--- src/sv/swrp_pkg.sv ---
// ----------------------------------------------------------------------------
// swrp_pkg
// Shared types and constants of the sliding-window rate policer.
// ----------------------------------------------------------------------------
package swrp_pkg;

   localparam int DEF_NUM_FLOWS    = 64;
   localparam int DEF_WINDOW_DEPTH = 16;

   localparam int IDX_W  = 12;   // holds a flow index for up to 4096 flows
   localparam int LIM_W  = 26;   // window_ms * 1000 fits in 26 bits
   localparam int PROD_W = 49;   // 32 x 17 product
   localparam int SUM_W  = 40;

   localparam logic       OP_QUERY  = 1'b0;
   localparam logic       OP_UPDATE = 1'b1;

   // x / 8000000 = ((x >> 9) * RCP_FRAME) >> 54, exact for x < 2^49
   // x / 1000    = ((x >> 3) * RCP_MS) >> 52,    exact for x < 2^48
   localparam int                PRE_FRAME = 9;
   localparam int                PRE_MS    = 3;
   localparam int                SH_FRAME  = 54;
   localparam int                SH_MS     = 52;
   localparam logic [PROD_W-1:0] RCP_FRAME = 49'd1152921504607;
   localparam logic [PROD_W-1:0] RCP_MS    = 49'd36028797018964;

   localparam logic [PROD_W-1:0] CEIL_BIAS  = 49'd7999999;
   localparam logic [16:0]       FRAME_RST  = 17'd5000;
   localparam logic [9:0]        US_PER_MS  = 10'd1000;

   typedef struct packed {
      logic             is_update;
      logic [IDX_W-1:0] flow_idx;
      logic [31:0]      now_us;
      logic [31:0]      sustained_rate;
      logic [31:0]      reserved_rate;
      logic [31:0]      max_burst;
      logic [15:0]      window_ms;
      logic [LIM_W-1:0] limit_us;
      logic [31:0]      queue_bytes;
      logic [31:0]      granted_sustained;
      logic [31:0]      granted_reserved;
   } item_type;

endpackage

--- src/sv/swrp_front.sv ---
// ----------------------------------------------------------------------------
// swrp_front
// Classifies an incoming item: opcode decode, flow index wrap, window limit.
// ----------------------------------------------------------------------------
module swrp_front import swrp_pkg::*; #(
   parameter int NUM_FLOWS = DEF_NUM_FLOWS
) (
   input  logic        req_opcode,
   input  logic [5:0]  req_flow_id,
   input  logic [31:0] req_now_us,
   input  logic [31:0] req_sustained_rate,
   input  logic [31:0] req_reserved_rate,
   input  logic [31:0] req_max_burst,
   input  logic [15:0] req_window_ms,
   input  logic [31:0] req_queue_bytes,
   input  logic [31:0] req_granted_sustained,
   input  logic [31:0] req_granted_reserved,
   output item_type    item
);

   logic [IDX_W-1:0] idx;

   always_comb begin
      idx = '0;
      for (int k = 0; k < 64; k++) begin
         if (req_flow_id == 6'(k)) begin
            idx = IDX_W'(k % NUM_FLOWS);
         end
      end
   end

   always_comb begin
      item.is_update         = (req_opcode == OP_UPDATE);
      item.flow_idx          = idx;
      item.now_us            = req_now_us;
      item.sustained_rate    = req_sustained_rate;
      item.reserved_rate     = req_reserved_rate;
      item.max_burst         = req_max_burst;
      item.window_ms         = req_window_ms;
      item.limit_us          = LIM_W'({10'd0, req_window_ms} * {16'd0, US_PER_MS});
      item.queue_bytes       = req_queue_bytes;
      item.granted_sustained = req_granted_sustained;
      item.granted_reserved  = req_granted_reserved;
   end

endmodule

--- config.mk ---
export PLATFORM = sky130hd
export DESIGN_NAME = swrp_front
export DESIGN_NICKNAME = d
export VERILOG_FILES = /design/src/sv/swrp_pkg.sv /design/src/sv/swrp_front.sv
export SDC_FILE = /design/constraint.sdc
export NUM_CORES = 1
export LEC_CHECK = 0
export BUFFER_PORTS_ARGS = -buffer_cell sky130_fd_sc_hd__buf_2
export CAP_MARGIN = 15
export CORE_AREA = 2 2 202 204
export DETAILED_ROUTE_END_ITERATION = 8
export DIE_AREA = 0 0 204 206
export SLEW_MARGIN = 20
export SYNTH_ARGS = -nofsm -noshare
export SYNTH_HDL_FRONTEND = slang
export SYNTH_SLANG_ARGS = --single-unit
--- constraint.sdc ---
create_clock -name vclk -period 4.8
set_input_delay 0.24 -clock vclk [all_inputs]
set_output_delay 0.24 -clock vclk [all_outputs]
set_load 0.03 [all_outputs]
==> Word level (Yosys, flattened, before mapping) <==
Cells that the tools add are included.
W data, S select, Z words.
{ "totals": {"regBits": 0, "latchBits": 0, "ramBits": 0, "rom_bits": 0, "in_bits": 247, "out_inout_bits": 279, "mem_count": 0} }
{ "classes": {"n_addsub": 0, "multipliers": 1, "div_mod_pow": 0, "magnitude_cmp": 0, "eq_ne": 63, "shift": 0, "muxes": 63, "n_bitwise": 0, "n_reduce_logical": 0} }
{ "op_table": {"columns": ["operator", "n"], "rows": [
  ["$mux W12", 61],
  ["$eq A6 B6 Y1 const B", 32],
  ["$eq A6 B5 Y1 const B", 16],
  ["$eq A6 B4 Y1 const B", 8],
  ["$eq A6 B3 Y1 const B", 4],
  ["$mul A16 B7 Y23 const B", 1],
  ["$eq A6 B2 Y1 const B", 2],
  ["$eq A6 B1 Y1 const B", 1],
  ["$mux W2", 1],
  ["$mux W1", 1]
]} }

==> Depth between registers and ports, before layout <==
Gate-level depths: netlist of run 1.
{ "depth": {"ltp_word": 64, "depth_mapped": 14, "depth_no_buf": 14} }

==> Worst setup path after synthesis of run 1 <==
OpenSTA, ideal clock, no wires.
{ "synth_path": {"path_kind": "input port to output port", "start": "in req_window_ms[6]", "end": "out item[121] in the netlist's numbering", "arrival_time_ps": 4159, "required_ps": 4560, "slack_ps": 401, "stages": 13, "path_buffers": 0, "cell_sequence": "fa_1 inv_1 fa_1 inv_1 fa_1 fa_1 ha_1 and3_1 a31o_1 o2111ai_2 a21oi_1 or4b_1 nand3_1"} }
{ "synth_lines": {"columns": ["item", "line_no", "source"], "rows": [
  ["start, declared", "swrp_front.sv:14", "input logic [15:0] req_window_ms,"],
  ["end, declared", "swrp_front.sv:18", "output item_type item"]
]} }

==> results of run 1 <==
[layout by cell type, fill, tap and decap left out, types with 4 or more instances in the layout]
master,count
a21oi_1,9
xnor2_1,13
nand2_1,5
buf_2,49
nor2_1,10
fa_1,54
inv_1,49
a21o_1,4
o21ai_0,6
ha_1,47
conb_1,9
buf_4,34
xor2_1,4
ha_4,5
[synthesized netlist by cell type, drive strengths merged]
cell     count
and2         3
nand2        5
nand2b       3
ha          53
buf        252
a21oi       13
or3          3
or4b         1
xnor2       14
nor3         5
fa          54
a31o         1
o2111ai      2
inv         49
a22oi        1
and3         1
a21o         4
nor2        10
o21a         3
a211oi       2
o31ai        1
conb         1
o21ai       10
clkbuf       6
nor2b        3
xor2         5
o21bai       2
nand3        2
[worst paths after layout]
check / cells past startpoint / endpoint / startpoint / slack (ps)
setup / recovery: 15 / item[121] / req_window_ms[3] / 130
hold / removal: 0 / item[237] / req_now_us[3] / 480
[power breakdown]
part / internal (mW) / total (mW) / switching, mW
Sequential: 0 / 0 / 0
Clock: 0 / 0 / 0
Combinational: 1.30 / 3.27 / 1.97
[metal layers]
metal  track usage [%]  part of all wire, %  vias to the layer above
met3             4.447                   18                       68
li1                  -                    -                      999
met5             1.905                 0.86                        -
met4             1.915                  3.7                        4
met1             6.347                   38                     1095
met2             7.119                   40                      273
[metrics by stage]
step	setup TNS (ps)	utilization (%)	setup WS, ps	instance area [µm²]	cells
3_5_place_dp	-400.8	9.397	-145.4	3776	878
2_1_floorplan	0	-	400.5	4509	517
4_1_cts	0	9.497	17.39	3816	878
3_3_place_gp	-264.6	9.397	-97.41	3776	878
5_1_grt	-34.03	9.858	-14.05	3961	879
6_report	0	9.858	131.4	3961	879
[worst max-delay path, stage by stage]
cell and delay, ps:
clkbuf_4 170, fa_1 530, fa_1 570, fa_1 450, fa_1 470, ha_2 210, buf_4 130, nor3_1 150
o21a_1 230, nor3_4 70, o2111ai_4 300, a21oi_4 110, or4b_1 540, nand3_2 110, buf_6 130
[repair_timing]
item	in CTS	in global routing
pin swaps	1	12
hold buffers	0	0
cloned	0	0
buffers inserted	0	1
setup endpoints to repair	5	7
gates resized for setup	7	25
[layout make-up]
class	count	area [µm²]
Fill cell	4691	36220
Timing Repair Buffer	88	549.3
Inverter	49	183.9
Multi-Input combinational cell	210	2562
Tap cell	532	665.6
[cells by family (layout without fill, tap and decap cells)]
family	count (synthesis)	count (layout)	share of synthesized area [%]
adder cells (fa/ha/maj)	107	107	38.94
other	1	9	0.08372
XOR/XNOR	19	19	3.715
AO/OA/AOI/OAI	39	39	6.089
AND/OR/NAND/NOR	36	36	4.330
buffers and inverters	307	137	46.84
==> summary.json, run 1 <==
{
  "run_status": {
    "status": "finished, final reports clean"
  },
  "routing": {
    "drt-total-wl_mm": 12.21,
    "wl_per_cell_um": 13.89,
    "initialDrtViolationCount": 83,
    "route.detailed.drc": 0,
    "vias_per_cell": 2.775,
    "route.vias.total": 2439,
    "dr.pass1.iters": 4,
    "ant_nets": 0
  },
  "synth": {
    "ys_warn_count": 0,
    "synth.lib_cells_used.distinct": 33,
    "netlist_top_cells_area": "buf_4 42%, fa_1 24%, ha_1 15%",
    "synth_seq_area_share_pct": 0,
    "synth_top_cell_by_area": "buf_4",
    "synth_area_um2": 4479,
    "avgSynthCellArea_um2": 8.800,
    "synth_top_area_share_pct": 42.23,
    "post_synth_inst_count": 509
  },
  "timing": {
    "post-route-period-util_pct": 97.26,
    "fmax_mhz": 214.2,
    "timing_hold_violations_final": 0,
    "timing.final.max_slew_violations": 0,
    "final.hold.worst_slack_ps": 480.0,
    "setup_violating_endpoint_count_in_the_final_report": 0,
    "final.min_clock_period_ps": 4669
  },
  "grt": {
    "antenna_found_initial": 0,
    "globalRouteOverflowTotal": 0,
    "first_global_vias": 2602,
    "first_pass_grt_wire_length_mm": 16.82,
    "grt_max_degree": 9,
    "globalRouteTotalUtil_pct": 5.454
  },
  "placed_design": {
    "detailedPlacementHpwl_mm": 10.86,
    "buffer_ports.inserted": 55,
    "place.gp.congestion": 0.7898
  },
  "run": {
    "number_of_max_cap_violations": 0
  },
  "die": {
    "die_span_in_x_um": 204,
    "floorplan.core_area_um2": 40180,
    "std_cell_rows": 74,
    "design.portCount": 526,
    "die_area_um2": 42020,
    "initial_utilization_pct": 11.15,
    "die_height_um": 206
  },
  "critical_path": {
    "cp-end-kind": "output port",
    "crit_required_ps": 4560,
    "timing_worst_setup_path_type": "in2out",
    "crit_arrival_ps": 4430,
    "worstPathMaxFanout": 7,
    "setup.worst_path.start_class": "input port"
  },
  "power_and_ir_drop": {
    "p_total_mw": 3.274,
    "powerDensity_nw_per_um2": 826.5,
    "ir_drop_mv": 0.4396,
    "leakage_power_nw": 1.758
  },
  "cells_and_area": {
    "num_antenna_cells": 0,
    "seq_cell_count": 0,
    "area_taken_by_flip_flops_and_latches_um2": 0,
    "syn2layout_area_growth_pct": -11.56,
    "fraction_of_final_layout_cells_sized_beyond_drive_strength_1_pct": 33.43,
    "nets": 703,
    "clockBufferCount": 0
  },
  "min_path": {
    "hold_path.class": "in2out"
  }
}
(Power assumes the default switching activity.)
==> inputs of run 2 (changes only) <==
--- a/config.mk
+++ b/config.mk
@@ -5,11 +5,13 @@
 export SDC_FILE = /design/constraint.sdc
 export NUM_CORES = 1
 export LEC_CHECK = 0
+export ABC_AREA = 0
 export BUFFER_PORTS_ARGS = -buffer_cell sky130_fd_sc_hd__buf_2
 export CAP_MARGIN = 15
 export CORE_AREA = 2 2 202 204
 export DETAILED_ROUTE_END_ITERATION = 8
 export DIE_AREA = 0 0 204 206
+export GPL_TIMING_DRIVEN = 0
 export SLEW_MARGIN = 20
 export SYNTH_ARGS = -nofsm -noshare
 export SYNTH_HDL_FRONTEND = slang
==> summary.json, run 2 (synthesized netlist as in run 1, its figures left out) <==
{
  "die": {
    "design.portCount": {"value": 526, "change": "unchanged"},
    "std_cell_rows": {"value": 74, "change": "unchanged"},
    "die_span_in_x": {"value": 204, "unit": "µm", "change": "unchanged"},
    "die_height": {"value": 206, "unit": "µm", "change": "unchanged"},
    "initial_utilization": {"value": 11.15, "unit": "%", "change": "unchanged"},
    "floorplan.core_area": {"value": 40180, "unit": "µm²", "change": "unchanged"},
    "die_area": {"value": 42020, "unit": "µm²", "change": "unchanged"}
  },
  "cells_and_area": {
    "area_of_the_multi_input_gates": {"value": 2542, "unit": "µm²", "change": "-0.78%"},
    "layout_common_cells": "277 x buf_2, 261 x buf_4, 53 x fa_1",
    "nets": {"value": 1163, "change": "+65%"},
    "postLayoutCoreUtil": {"value": 16.91, "unit": "%", "change": "+7.1 points"},
    "area_taken_by_flip_flops_and_latches": {"value": 0, "unit": "µm²", "change": "unchanged"},
    "final-instance-count-excl-fill": {"value": 1340, "change": "+52%"},
    "clockBufferCount": {"value": 0, "change": "unchanged"},
    "num-fill-cells": {"value": 4546, "change": "-3.1%"},
    "fraction_of_final_layout_cells_sized_beyond_drive_strength_1": {"value": 70.38, "unit": "%", "change": "+37 points"},
    "seq_cell_count": {"value": 0, "change": "unchanged"},
    "layout_commonest_cell": "buf_2",
    "syn2layout_area_growth_pct": 51.73
  },
  "routing": {
    "wl_per_cell": {"value": 10.40, "unit": "µm", "change": "-25%"},
    "dr.pass1.iters": {"value": 4, "change": "unchanged"},
    "drt-total-wl": {"value": 13.94, "unit": "mm", "change": "+14%"},
    "ant_nets": {"value": 0, "change": "unchanged"},
    "initialDrtViolationCount": {"value": 71, "change": "-14%"},
    "vias_per_cell": {"value": 2.952, "change": "+6.4%"},
    "route.vias.total": {"value": 3956, "change": "+62%"},
    "route.detailed.drc": {"value": 0, "change": "unchanged"}
  },
  "timing": {
    "setup_violating_endpoint_count_in_the_final_report": {"value": 0, "change": "unchanged"},
    "timing_hold_violations_final": {"value": 0, "change": "unchanged"},
    "post-route-period-util": {"value": 96.55, "unit": "%", "change": "-0.72 points"},
    "timing.final.max_slew_violations": {"value": 0, "change": "unchanged"},
    "layout_setup_ws": {"value": 165.8, "unit": "ps", "change": "+34.39 ps"},
    "grt_setup_unrepaired": "yes",
    "final.hold.worst_slack": {"value": 708.4, "unit": "ps", "change": "+228.4 ps"},
    "final.min_clock_period": {"value": 4634, "unit": "ps", "change": "-34.39 ps"},
    "fmax": {"value": 215.8, "unit": "MHz", "change": "+0.74%"}
  },
  "critical_path": {
    "crit_required": {"value": 4560, "unit": "ps", "change": "about the same"},
    "worstPathMaxFanout": {"value": 7, "change": "unchanged"},
    "cp-end-kind": "output port",
    "startpoint": "req_window_ms[6]",
    "critPathCapture": "item[121]",
    "timing_worst_setup_path_type": "in2out",
    "setup.worst_path.start_class": "input port",
    "crit_arrival": {"value": 4390, "unit": "ps", "change": "-40 ps"}
  },
  "min_path": {
    "hold_path.class": "in2out"
  },
  "placed_design": {
    "dpl.cell_count": {"value": 1335, "change": "+52%"},
    "buffer_ports.inserted": {"value": 286, "change": "+420%"},
    "detailedPlacementHpwl": {"value": 13.10, "unit": "mm", "change": "+21%"},
    "pre_cts_ws": {"value": -87.04, "unit": "ps", "change": "+58.38 ps"},
    "place.gp.congestion": {"value": 0.8546, "change": "+8.2%"}
  },
  "grt": {
    "antenna_found_initial": {"value": 1, "change": "+1"},
    "first_global_vias": {"value": 3427, "change": "+32%"},
    "grt_max_degree": {"value": 10, "change": "+1"},
    "globalRouteTotalUtil": {"value": 5.659, "unit": "%", "change": "+0.21 points"},
    "globalRouteOverflowTotal": {"value": 0, "change": "unchanged"},
    "first_pass_grt_wire_length": {"value": 18.83, "unit": "mm", "change": "+12%"}
  },
  "clocking": {
    "cts_hold_repair.buffers": {"value": 0, "change": "unchanged"}
  },
  "power_and_ir_drop": {
    "leakage_power": {"value": 3.739, "unit": "nW", "change": "+110%"},
    "ir_drop": {"value": 0.3450, "unit": "mV", "change": "-22%"},
    "powerDensity": {"value": 512.6, "unit": "nW/µm²", "change": "-38%"},
    "p_total": {"value": 3.484, "unit": "mW", "change": "+6.4%"}
  },
  "run_status": {
    "status": "finished, final reports clean"
  },
  "run": {
    "number_of_max_cap_violations": {"value": 0, "change": "unchanged"}
  }
}
==> run 2: cell count changes in the layout (fill, tap and decap cells not counted), sizes merged <==
cell / previous run / this run
diode: 0 / 1
clkbuf: 2 / 9
buf: 86 / 539
==> run 2: worst min path at each step <==
stage / from / to / slack [ps] / cells after the start
floorplan: req_granted_reserved[0] / item[0] / 610 / 1
global placement: req_flow_id[0] / item[266] / 710 / 2
detailed placement: req_flow_id[3] / item[269] / 710 / 2
CTS: req_flow_id[5] / item[271] / 710 / 2
global route: req_flow_id[5] / item[271] / 710 / 2
finish: req_flow_id[3] / item[269] / 710 / 2
==> run 2: worst max-delay path, cell delays in order <==
cell and delay (ps):
buf_4 160, fa_1 530, inv_1 50, fa_1 500
inv_1 60, fa_2 570, fa_1 450, ha_4 280
and3_1 200, a31o_1 230, o2111ai_4 260, a21oi_4 90
or4b_1 530, nand3_2 100, buf_6 130
==> run 2: cell type report <==
cell class	instances	area share [%]
well taps	532	9.794
repair buffers	290	21.89
inverters	49	2.706
plain buffers	258	28.17
diodes	1	0.03682
multi-input cells	210	37.41
==> run 2: metal layers <==
metal	vias to the layer above	track usage, %	routed length, µm
li1	1923	-	-
met4	0	0.4141	87
met1	1826	8.798	6318
met3	4	0.4573	1025
met2	203	8.722	6505
met5	-	0	0
==> run 2: stage by stage <==
stage	area, µm²	TNS [ps]
floorplan	4509	0
global placement	6606	-245.5
detailed placement	6606	-136.4
CTS	6635	0
global route	6797	-41.40
finish	6797	0
==> run 2: power breakdown <==
| part | switching (mW) | leakage (nW) | internal, mW |
|---|---|---|---|
| clock | 0 | 0.00000634 | 0.0000000279 |
| sequential | 0 | 0 | 0 |
| combinational | 2.18 | 3.74 | 1.31 |
==> run 2: what timing repair did <==
item,CTS,global route
gates resized for setup,6,27
endpoints found under the setup margin,4,6
endpoints found under the hold margin,0,0
setup buffers,0,4
pin swaps,1,12
