File: src/sv/swrp_pkg.sv
// ----------------------------------------------------------------------------
// swrp_pkg
// Shared types and constants of the sliding-window rate policer.
// ----------------------------------------------------------------------------
package swrp_pkg;

   localparam int DEF_NUM_FLOWS    = 64;
   localparam int DEF_WINDOW_DEPTH = 16;

   localparam int IDX_W  = 12;   // holds a flow index for up to 4096 flows
   localparam int LIM_W  = 26;   // window_ms * 1000 fits in 26 bits
   localparam int PROD_W = 49;   // 32 x 17 product
   localparam int SUM_W  = 40;

   localparam logic       OP_QUERY  = 1'b0;
   localparam logic       OP_UPDATE = 1'b1;

   // x / 8000000 = ((x >> 9) * RCP_FRAME) >> 54, exact for x < 2^49
   // x / 1000    = ((x >> 3) * RCP_MS) >> 52,    exact for x < 2^48
   localparam int                PRE_FRAME = 9;
   localparam int                PRE_MS    = 3;
   localparam int                SH_FRAME  = 54;
   localparam int                SH_MS     = 52;
   localparam logic [PROD_W-1:0] RCP_FRAME = 49'd1152921504607;
   localparam logic [PROD_W-1:0] RCP_MS    = 49'd36028797018964;

   localparam logic [PROD_W-1:0] CEIL_BIAS  = 49'd7999999;
   localparam logic [16:0]       FRAME_RST  = 17'd5000;
   localparam logic [9:0]        US_PER_MS  = 10'd1000;

   typedef struct packed {
      logic             is_update;
      logic [IDX_W-1:0] flow_idx;
      logic [31:0]      now_us;
      logic [31:0]      sustained_rate;
      logic [31:0]      reserved_rate;
      logic [31:0]      max_burst;
      logic [15:0]      window_ms;
      logic [LIM_W-1:0] limit_us;
      logic [31:0]      queue_bytes;
      logic [31:0]      granted_sustained;
      logic [31:0]      granted_reserved;
   } item_type;

endpackage

File: src/sv/swrp_queue.sv
// ----------------------------------------------------------------------------
// swrp_queue
// Two-entry item queue between front and back.
// ----------------------------------------------------------------------------
module swrp_queue import swrp_pkg::*; (
   input  logic     clock,
   input  logic     reset,
   input  logic     push,
   input  item_type push_item,
   input  logic     pop,
   output item_type head_item,
   output logic     empty,
   output logic     full
);

   item_type   slot_ff [2];
   logic       wptr_ff, wptr_in;
   logic       rptr_ff, rptr_in;
   logic [1:0] cnt_ff, cnt_in;

   always_comb begin
      wptr_in = push ? ~wptr_ff : wptr_ff;
      rptr_in = pop ? ~rptr_ff : rptr_ff;
      cnt_in  = cnt_ff + 2'(push) - 2'(pop);
   end

   always_ff @(posedge clock) begin
      if (reset) begin
         wptr_ff <= 1'b0;
         rptr_ff <= 1'b0;
         cnt_ff  <= 2'd0;
      end else begin
         wptr_ff <= wptr_in;
         rptr_ff <= rptr_in;
         cnt_ff  <= cnt_in;
      end
   end

   always_ff @(posedge clock) begin
      if (push) begin
         slot_ff[wptr_ff] <= push_item;
      end
   end

   assign head_item = slot_ff[rptr_ff];
   assign empty     = (cnt_ff == 2'd0);
   assign full      = (cnt_ff == 2'd2);

endmodule

File: config.mk
export PLATFORM = sky130hd
export DESIGN_NAME = swrp_queue
export DESIGN_NICKNAME = d
export VERILOG_FILES = /design/src/sv/swrp_pkg.sv /design/src/sv/swrp_queue.sv
export SDC_FILE = /design/constraint.sdc
export NUM_CORES = 1
export LEC_CHECK = 0
export ABC_AREA = 1
export BUFFER_PORTS_ARGS = -buffer_cell sky130_fd_sc_hd__buf_4
export CORE_AREA = 2 2 220 222
export CTS_BUF_LIST = sky130_fd_sc_hd__clkbuf_4 sky130_fd_sc_hd__clkbuf_8
export DETAILED_ROUTE_END_ITERATION = 8
export DIE_AREA = 0 0 222 224
export GPL_ROUTABILITY_DRIVEN = 0
export PLACE_DENSITY = 0.77
export SETUP_SLACK_MARGIN = 0.4
export SLEW_MARGIN = 20
export SYNTH_ARGS = -nofsm -noshare
export SYNTH_HDL_FRONTEND = slang
export SYNTH_SLANG_ARGS = --single-unit
File: constraint.sdc
create_clock -name clock -period 20.1 [get_ports clock]
set_input_delay 4.02 -clock clock [delete_from_list [all_inputs] [get_ports clock]]
set_output_delay 4.02 -clock clock [all_outputs]
set_load 0.02 [all_outputs]
After elaboration in Yosys (flattened, before gate mapping)
Memory sizes are Yosys's and may differ from the RTL's. A register that Yosys moved wholly into a read port is not among the register bits.
Index checks and enable logic that the tools add are counted.
Widths: inputs -> output; s select.
- add/subtract/negate cells: 2
- $mul: 0
- divide/modulo/power cells: 0
- order comparisons: 0
- equal/unequal tests: 1
- shift-type cells: 0
- mux-type cells: 4
- bitwise gates (word level): 2
- reductions and logical operators: 1
- operators by type and width (kind ; count):
    $mux 1 ; 4
    $add 2x1->2 ; 1
    $eq 2x2->1 const B ; 1
    $logic_not 2->1 ; 1
    $not 1->1 ; 2
    $sub 2x1->2 ; 1
- register bits: 4
- latch bits: 0
- RAM bits: 558
- bits in read-only memories: 0
- input port bits: 283
- output and inout port bits: 281
- logic and storage cells: 14
- memories kept: 1
- memory list (memory ; words ; bits a word ; rd ports ; clocked after Yosys merged registers in ; write ports ; RTL line ; RTL):
    slot_ff ; 2 ; 279 ; 1 ; 1 ; 1 ; swrp_queue.sv:16 ; item_type slot_ff [2];

Longest topological paths before layout
Gate-level depths: netlist of the first run.
- word-level depth: 3
- depth in mapped cells: 9
- mapped depth without buffers: 9

Worst setup path before layout of the first run
No wires, ideal clock.
- kind: input to register
- start: input push
- end: memory slot_ff[0][0] (netlist bit) (enable)
- setup time: 932 ps
- arrival: 15713 ps
- data required time: 19168 ps
- setup slack: 3454 ps
- stages on the path: 2
- path buffers: 0
- cell sequence: inv_1 > nor2_1
- longest elaborated chain between the ends: 2
- ends and longest elaborated chain (what ; RTL line ; RTL):
    start, declared ; swrp_queue.sv:8 ; input logic push,
    $mux 1 ; swrp_queue.sv:40 ; if (push) begin
    $mux 1 (implied by the code) ; swrp_queue.sv:41 ; slot_ff[wptr_ff] <= push_item;
    end, declared ; swrp_queue.sv:16 ;
No other way between the ends.

==> results of run 1 <==
-- logic make-up after synthesis --
group                      count (synthesis)  share of synthesized area [%]
DFF                                      563                          79.57
muxes                                    279                          18.37
buffers and inverters                     39                          1.612
and+or+nand+nor                           14                         0.2598
adders and majority gates                  2                         0.1181
AOI/OAI and AO/OA                          1                        0.02360
xor gates and xnor gates                   1                        0.04135
-- synth_stat cells --
| library cell | n |
|---|---|
| nand3_1 | 1 |
| nor3_1 | 1 |
| a21oi_1 | 1 |
| buf_2 | 6 |
| nor2_1 | 8 |
| ha_1 | 2 |
| mux2_4 | 200 |
| inv_1 | 8 |
| dfxtp_1 | 5 |
| edfxtp_1 | 558 |
| xnor2_1 | 1 |
| buf_6 | 25 |
| nand2_1 | 4 |
| mux2_2 | 79 |
-- path summary, 6_finish.rpt --
kind	slack, ns	cells past startpoint	end
worst max-delay path	12.36	4	head_item[216]
worst max register to register	16.97	3	slot_ff[0][243]
worst min register to register	0.54	2	rptr_ff
worst min-delay path	0.54	2	rptr_ff
-- area by class of cell --
type                       count  area [um2]  share of cell area (%)
antenna                        1       2.502                0.009018
inverter                       8       37.54                  0.1353
clock buffer                 121        1503                   5.415
clock inverter                35       274.0                  0.9874
timing repair buffer         572        4310                   15.53
multi-input combinational    297        3994                   14.39
tap                          615       769.5                   2.773
sequential                   563       16860                   60.76
-- worst reg2reg max path: cells and delay by family (launching register included) --
family                 cells  cell delay (ns)
buffers and inverters      2             1.45
and+or+nand+nor            1             0.83
DFF                        1             0.34
-- power by group through the flow --
| stage | Clock, mW | Combinational [mW] | Sequential, mW |
|---|---|---|---|
| floorplan | 0 | 0.233 | 1.42 |
| global placement | 0 | 0.390 | 1.40 |
| detailed placement | 0 | 0.395 | 1.41 |
| CTS | 0.993 | 0.397 | 1.38 |
| global route | 1.04 | 0.412 | 1.39 |
| finish | 0.965 | 0.393 | 1.38 |
-- registers in the layout, summed over array words and instances (netlist names), named ones only --
name     flops
slot_ff    558
cnt_ff       2
rptr_ff      1
wptr_ff      1
-- through the flow --
step                      area (um2)  worst slack [ns]  power [mW]  cells
after global placement         25970             13.13       1.793   2055
after CTS                      27740             12.29       2.773   2211
after floorplan                21180             3.454       1.651    899
after global routing           27750             12.16       2.838   2212
after detailed placement       25970             13.05       1.802   2055
final                          27750             12.36       2.740   2212
-- metal layers --
metal / wire length [um] / up-vias
met4: 1350 / 0
met2: 23510 / 479
met1: 17060 / 5260
met5: 0 / -
met3: 4318 / 81
li1: - / 4843
==> impl_results.md, run 1 <==
* Status: finished, final reports clean
* Hold_buf cts at 0
* Cells after Synth at 899
* Sequential share of the synthesized area at 79.57%
* IO Port Bufs at 563
* Avg Cell Area, Syn at 23.56 um2
* DRT iter0 DRCs at 660
* Finish-stage setup viols at 0
* Hold WS at 0.5424 ns
* Met2 usage at 31.06%
* Most frequent cells in the layout: buf_4 (570), edfxtp_1 (558), mux2_4 (200), clkbuf_8 (95), mux2_2 (79)
* Met3 GRT Util at 7.332%
* Crit-path cells: buf_12 -> buf_4 -> mux2_4 -> buf_4
* Share of layout cells above drive strength 1 at 61.84%
* Post-synth cell types at 14
* Post-Syn Area at 21180 um2
* DIE HEIGHT at 224 um
* RSZ-0062 raised after global routing: no
* Boundary pin count at 564
* Peak VDD IR at 0.00008117 V
* Post-CTS sizing at 0
* CTS Buf Count at 89
* Final cell utilization of the core at 58.61%
* All-Layer GR Usage at 18.18%
* Most common cell after layout, fill and taps aside: buf_4
* Initial Util at 44.74%
* Maximum clock rate at 0.1292 GHz
* Die width at 222 um
* HP Class: reg -> reg
* Postcts setup bufs at 0
* Final Cycle Share at 38.51%
* DRC viols at 0
* CTS tree: yes
* Power per Cell Area at 98.74 nW/um2
* CP Capture Type: primary output
* Switch share at 23.28%
* Clock power share at 35.2%
* Post-DRT Antenna Nets at 0
* CP max FO at 121
* Skew-Pair Late Insertion Delay at 0.65 ns
* First-pass GRT wire length at 67610 um
* Clk buf depth at 3
* CP max-delay cell: dfxtp_4
* Largest area contributor in the netlist: edfxtp_1
* Clock Skews at 0.03436 ns
* WP data arrival at 3.72 ns
* Via count at 10660
* Die area at 49730 um2
* Largest net degree at the start of global routing at 140
* Worst-Margin Slew at 1.058 ns
* Syn nets at 1184
* TNS Setup at 0 ns
* DP HPWL at 31800 um
* Crit path buf inv count at 3
* Via density at 4.821
* Crit path max-delay family: buffers and inverters
* First-pass DRT Iterations at 4
* Internal power at 2.102 mW
* Synth top area cells: edfxtp_1 (79%), mux2_4 (14%), mux2_2 (4.2%)
* CP peak stage delay at 0.85 ns
* Synthesized flop and latch total at 563
* Core ar. at 47350 um2
* Worst hold path startpoint: rptr_ff
* Clock transition at path regs at 0.06 ns
* Root buf cell: clkbuf_8
* Routed WL at 46240 um
* Final hold violations at 0
* Critical path class: reg -> out
* Critical path required time at 16.08 ns
* Top cell type's share of synthesized area at 79.10%
* GR Overflow Total at 0
* Initial antenna violation count at 1
* Wire per inst at 20.90 um
* Slew headroom at 29.28%
* Reg power frac at 50.5%
* Nets at 1816
* Yosys warnings at 0
* Leak at 10.85 nW
* Final min period at 7.741 ns
* Reg-to-reg startpoint: wptr_ff
* Crit start category: register
* Max Slew Vio Count at 0
* Met1 Use GR at 20.01%
* Part of the power in combinational logic at 14.3%
* CP most frequent cell: buf_4
* CTS sink cnt at 563
* Busiest grt layer: met2
* Rows at 80
* Psw at 637.8 uW
* Fillers at 3404
* Number of global-route vias before repair at 11440
* Max-Cap Viols at 0
* CTS H-tree depth at 3
* Area grow syn2layout at 31.00%
Note: power is estimated with default switching activity, not from simulation.
==> inputs of run 2 (changes only) <==
--- a/config.mk
+++ b/config.mk
@@ -7,12 +7,12 @@
 export LEC_CHECK = 0
 export ABC_AREA = 1
 export BUFFER_PORTS_ARGS = -buffer_cell sky130_fd_sc_hd__buf_4
-export CORE_AREA = 2 2 220 222
+export CORE_AREA = 2 2 218 220
 export CTS_BUF_LIST = sky130_fd_sc_hd__clkbuf_4 sky130_fd_sc_hd__clkbuf_8
 export DETAILED_ROUTE_END_ITERATION = 8
-export DIE_AREA = 0 0 222 224
+export DIE_AREA = 0 0 220 222
 export GPL_ROUTABILITY_DRIVEN = 0
-export PLACE_DENSITY = 0.77
+export PLACE_DENSITY = 0.8
 export SETUP_SLACK_MARGIN = 0.4
 export SLEW_MARGIN = 20
 export SYNTH_ARGS = -nofsm -noshare
==> constraint.sdc (replaced) <==
create_clock -name clock -period 6.3 [get_ports clock]
set_input_delay 1.26 -clock clock [delete_from_list [all_inputs] [get_ports clock]]
set_output_delay 1.26 -clock clock [all_outputs]
set_load 0.02 [all_outputs]
==> run 2 against run 1 <==
Effect of this change: die area is 1.8% lower; non-clock buffer count increased by 1; register-to-register slack got worse by 13 ns; critical endpoint is now head_item[43]; largest cell class unchanged; highest routed layer is now met5.
==> impl_results.md, run 2 (same netlist as run 1, synthesis figures left out) <==
* R2R Path End: slot_ff[1][118]
* Largest regs: slot_ff: 558 flops, cnt_ff: 2 flops
* CTS sink cnt at 563
* CP max FO at 59
* WP data arrival at 2.91 ns
* First-pass GRT wire length at 66980 um
* Skew-Pair Late Insertion Delay at 0.64 ns
* Boundary pin count at 564
* TNS Setup at 0 ns
* HP Class: reg -> reg
* Post-CTS sizing at 0
* Reg-to-reg startpoint: wptr_ff
* Most frequent cells in the layout: buf_4 (566), edfxtp_1 (558), mux2_4 (200), clkbuf_8 (95), mux2_2 (79)
* Via density at 4.880
* Postcts setup bufs at 0
* Maximum clock rate at 0.2397 GHz
* Slew headroom at 37.12%
* Most common cell after layout, fill and taps aside: buf_4
* Clock power share at 34.3%
* Largest net degree at the start of global routing at 139
* DRC viols at 0
* Share of layout cells above drive strength 1 at 61.87%
* Hold path depth at 2
* Power per Cell Area at 310.6 nW/um2
* Reg power frac at 51.2%
* DRT iter0 DRCs at 588
* Max Slew Vio Count at 0
* Worst-Margin Slew at 0.9432 ns
* Root buf cell: clkbuf_8
* GR Overflow Total at 0
* Final Cycle Share at 66.23%
* Critical path class: reg -> out
* Clock transition at path regs at 0.06 ns
* DIE HEIGHT at 222 um
* Die area at 48840 um2
* Core ar. at 46260 um2
* Via count at 10760
* Largest register by flop count: slot_ff
* Worst r2r path cells at 3
* Diodes inserted at 0
* Initial antenna violation count at 2
* Part of the power in combinational logic at 14.5%
* Number of global-route vias before repair at 11510
* Die width at 220 um
* Internal power at 6.597 mW
* Max-Cap Viols at 0
* Psw at 2.023 mW
* Reg area at 16860 um2
* Metal-1 WL at 15850 um
* CP Capture Type: primary output
* Worst hold path startpoint: rptr_ff
* Leak at 10.83 nW
* Routed WL at 46520 um
* CTS H-tree depth at 3
* Setup slack, reg-to-reg at 4.32 ns
* First-pass DRT Iterations at 5
* Post-DRT Antenna Nets at 0
* Finish-stage setup viols at 0
* Highest routed layer: met5
* Total power at 8.619 mW
* Placed Cells at 2047
* Switch share at 23.47%
* Final min period at 4.172 ns
* Peak VDD IR at 0.0002574 V
* Met2 WL at 23640 um
* Multi-input combinational cell area at 3996 um2
* Area grow syn2layout at 30.98%
* Clk buf depth at 3
* CTS tree: yes
* Met3 WL at 5652 um
* Crit start category: register
* Nets at 1818
* Wire per inst at 21.11 um
* Max reg flops at 558
* Initial Util at 45.79%
* All-Layer GR Usage at 18.48%
* Non-filler cells, final at 2204
* Rows at 79
* Status: finished, final reports clean
* CTS Buf Count at 90
* DP HPWL at 31750 um
* Critical path required time at 5.04 ns
* Clock Skews at 0.02451 ns
* IO Port Bufs at 563
* Fillers at 3244
* RSZ-0062 raised after global routing: no
* Hold_buf cts at 0
* Final hold violations at 0
[run 2: cell types whose count changed in the layout (fill, tap and decap cells not counted), sizes merged]
cell,previous run,this run
bufinv,5,2
diode,1,0
clkbuf,121,123
clkinvlp,1,3
inv,8,7
buf,572,573
[run 2: power groups by stage]
| stage | combinational (mW) | sequential (mW) | clock (mW) |
|---|---|---|---|
| 3_5_place_dp | 1.26 | 4.49 | 0 |
| 2_1_floorplan | 0.743 | 4.48 | 0 |
| 3_3_place_gp | 1.24 | 4.48 | 0 |
| 5_1_grt | 1.32 | 4.43 | 3.20 |
| 4_1_cts | 1.26 | 4.42 | 3.05 |
| 6_report | 1.25 | 4.42 | 2.95 |
[run 2: how the worst max path moves through the flow]
| stage | start | endpoint | slack, ns | cells after the start |
|---|---|---|---|---|
| 6_report | register | head_item[43] | 2.13 | 3 |
| 5_1_grt | register | head_item[30] | 1.98 | 3 |
| 4_1_cts | register | head_item[43] | 2.06 | 3 |
| 3_5_place_dp | register | head_item[30] | 2.81 | 3 |
| 3_3_place_gp | register | head_item[43] | 2.83 | 3 |
| 2_1_floorplan | push | slot_ff[1][0] | 0.40 | 2 |
[run 2: metrics by stage]
| stage | cell area (um2) | utilization, % | hold WS [ns] | setup slack, ns |
|---|---|---|---|---|
| detailed placement | 26020 | 56.25 | 0.4974 | 2.807 |
| global placement | 26020 | 56.25 | 0.4964 | 2.834 |
| CTS | 27730 | 59.94 | 0.5069 | 2.058 |
| global route | 27750 | 59.98 | 0.5655 | 1.984 |
| finish | 27750 | 59.98 | 0.5114 | 2.128 |
| floorplan | 21200 | - | 0.4799 | 0.4020 |
[run 2: layer usage]
metal  GRT usage, %  vias to the layer above
met2          31.88                      512
met5              0                        -
li1               -                     4851
met1          19.10                     5300
met4          7.945                        4
met3          8.642                       88
[run 2: worst max-delay path, stage by stage (launching register included)]
cell and delay (ns):
dfxtp_4 0.90, buf_4 0.68, mux2_2 0.41, buf_4 0.16
[run 2: area by class of cell]
| class | instances | area share [%] |
|---|---|---|
| Multi-Input combinational cell | 297 | 14.40 |
| Sequential cell | 563 | 60.76 |
| Clock inverter | 33 | 0.6854 |
| Timing Repair Buffer | 573 | 15.82 |
| Inverter | 8 | 0.1218 |
| Clock buffer | 123 | 5.470 |
| Tap cell | 607 | 2.737 |
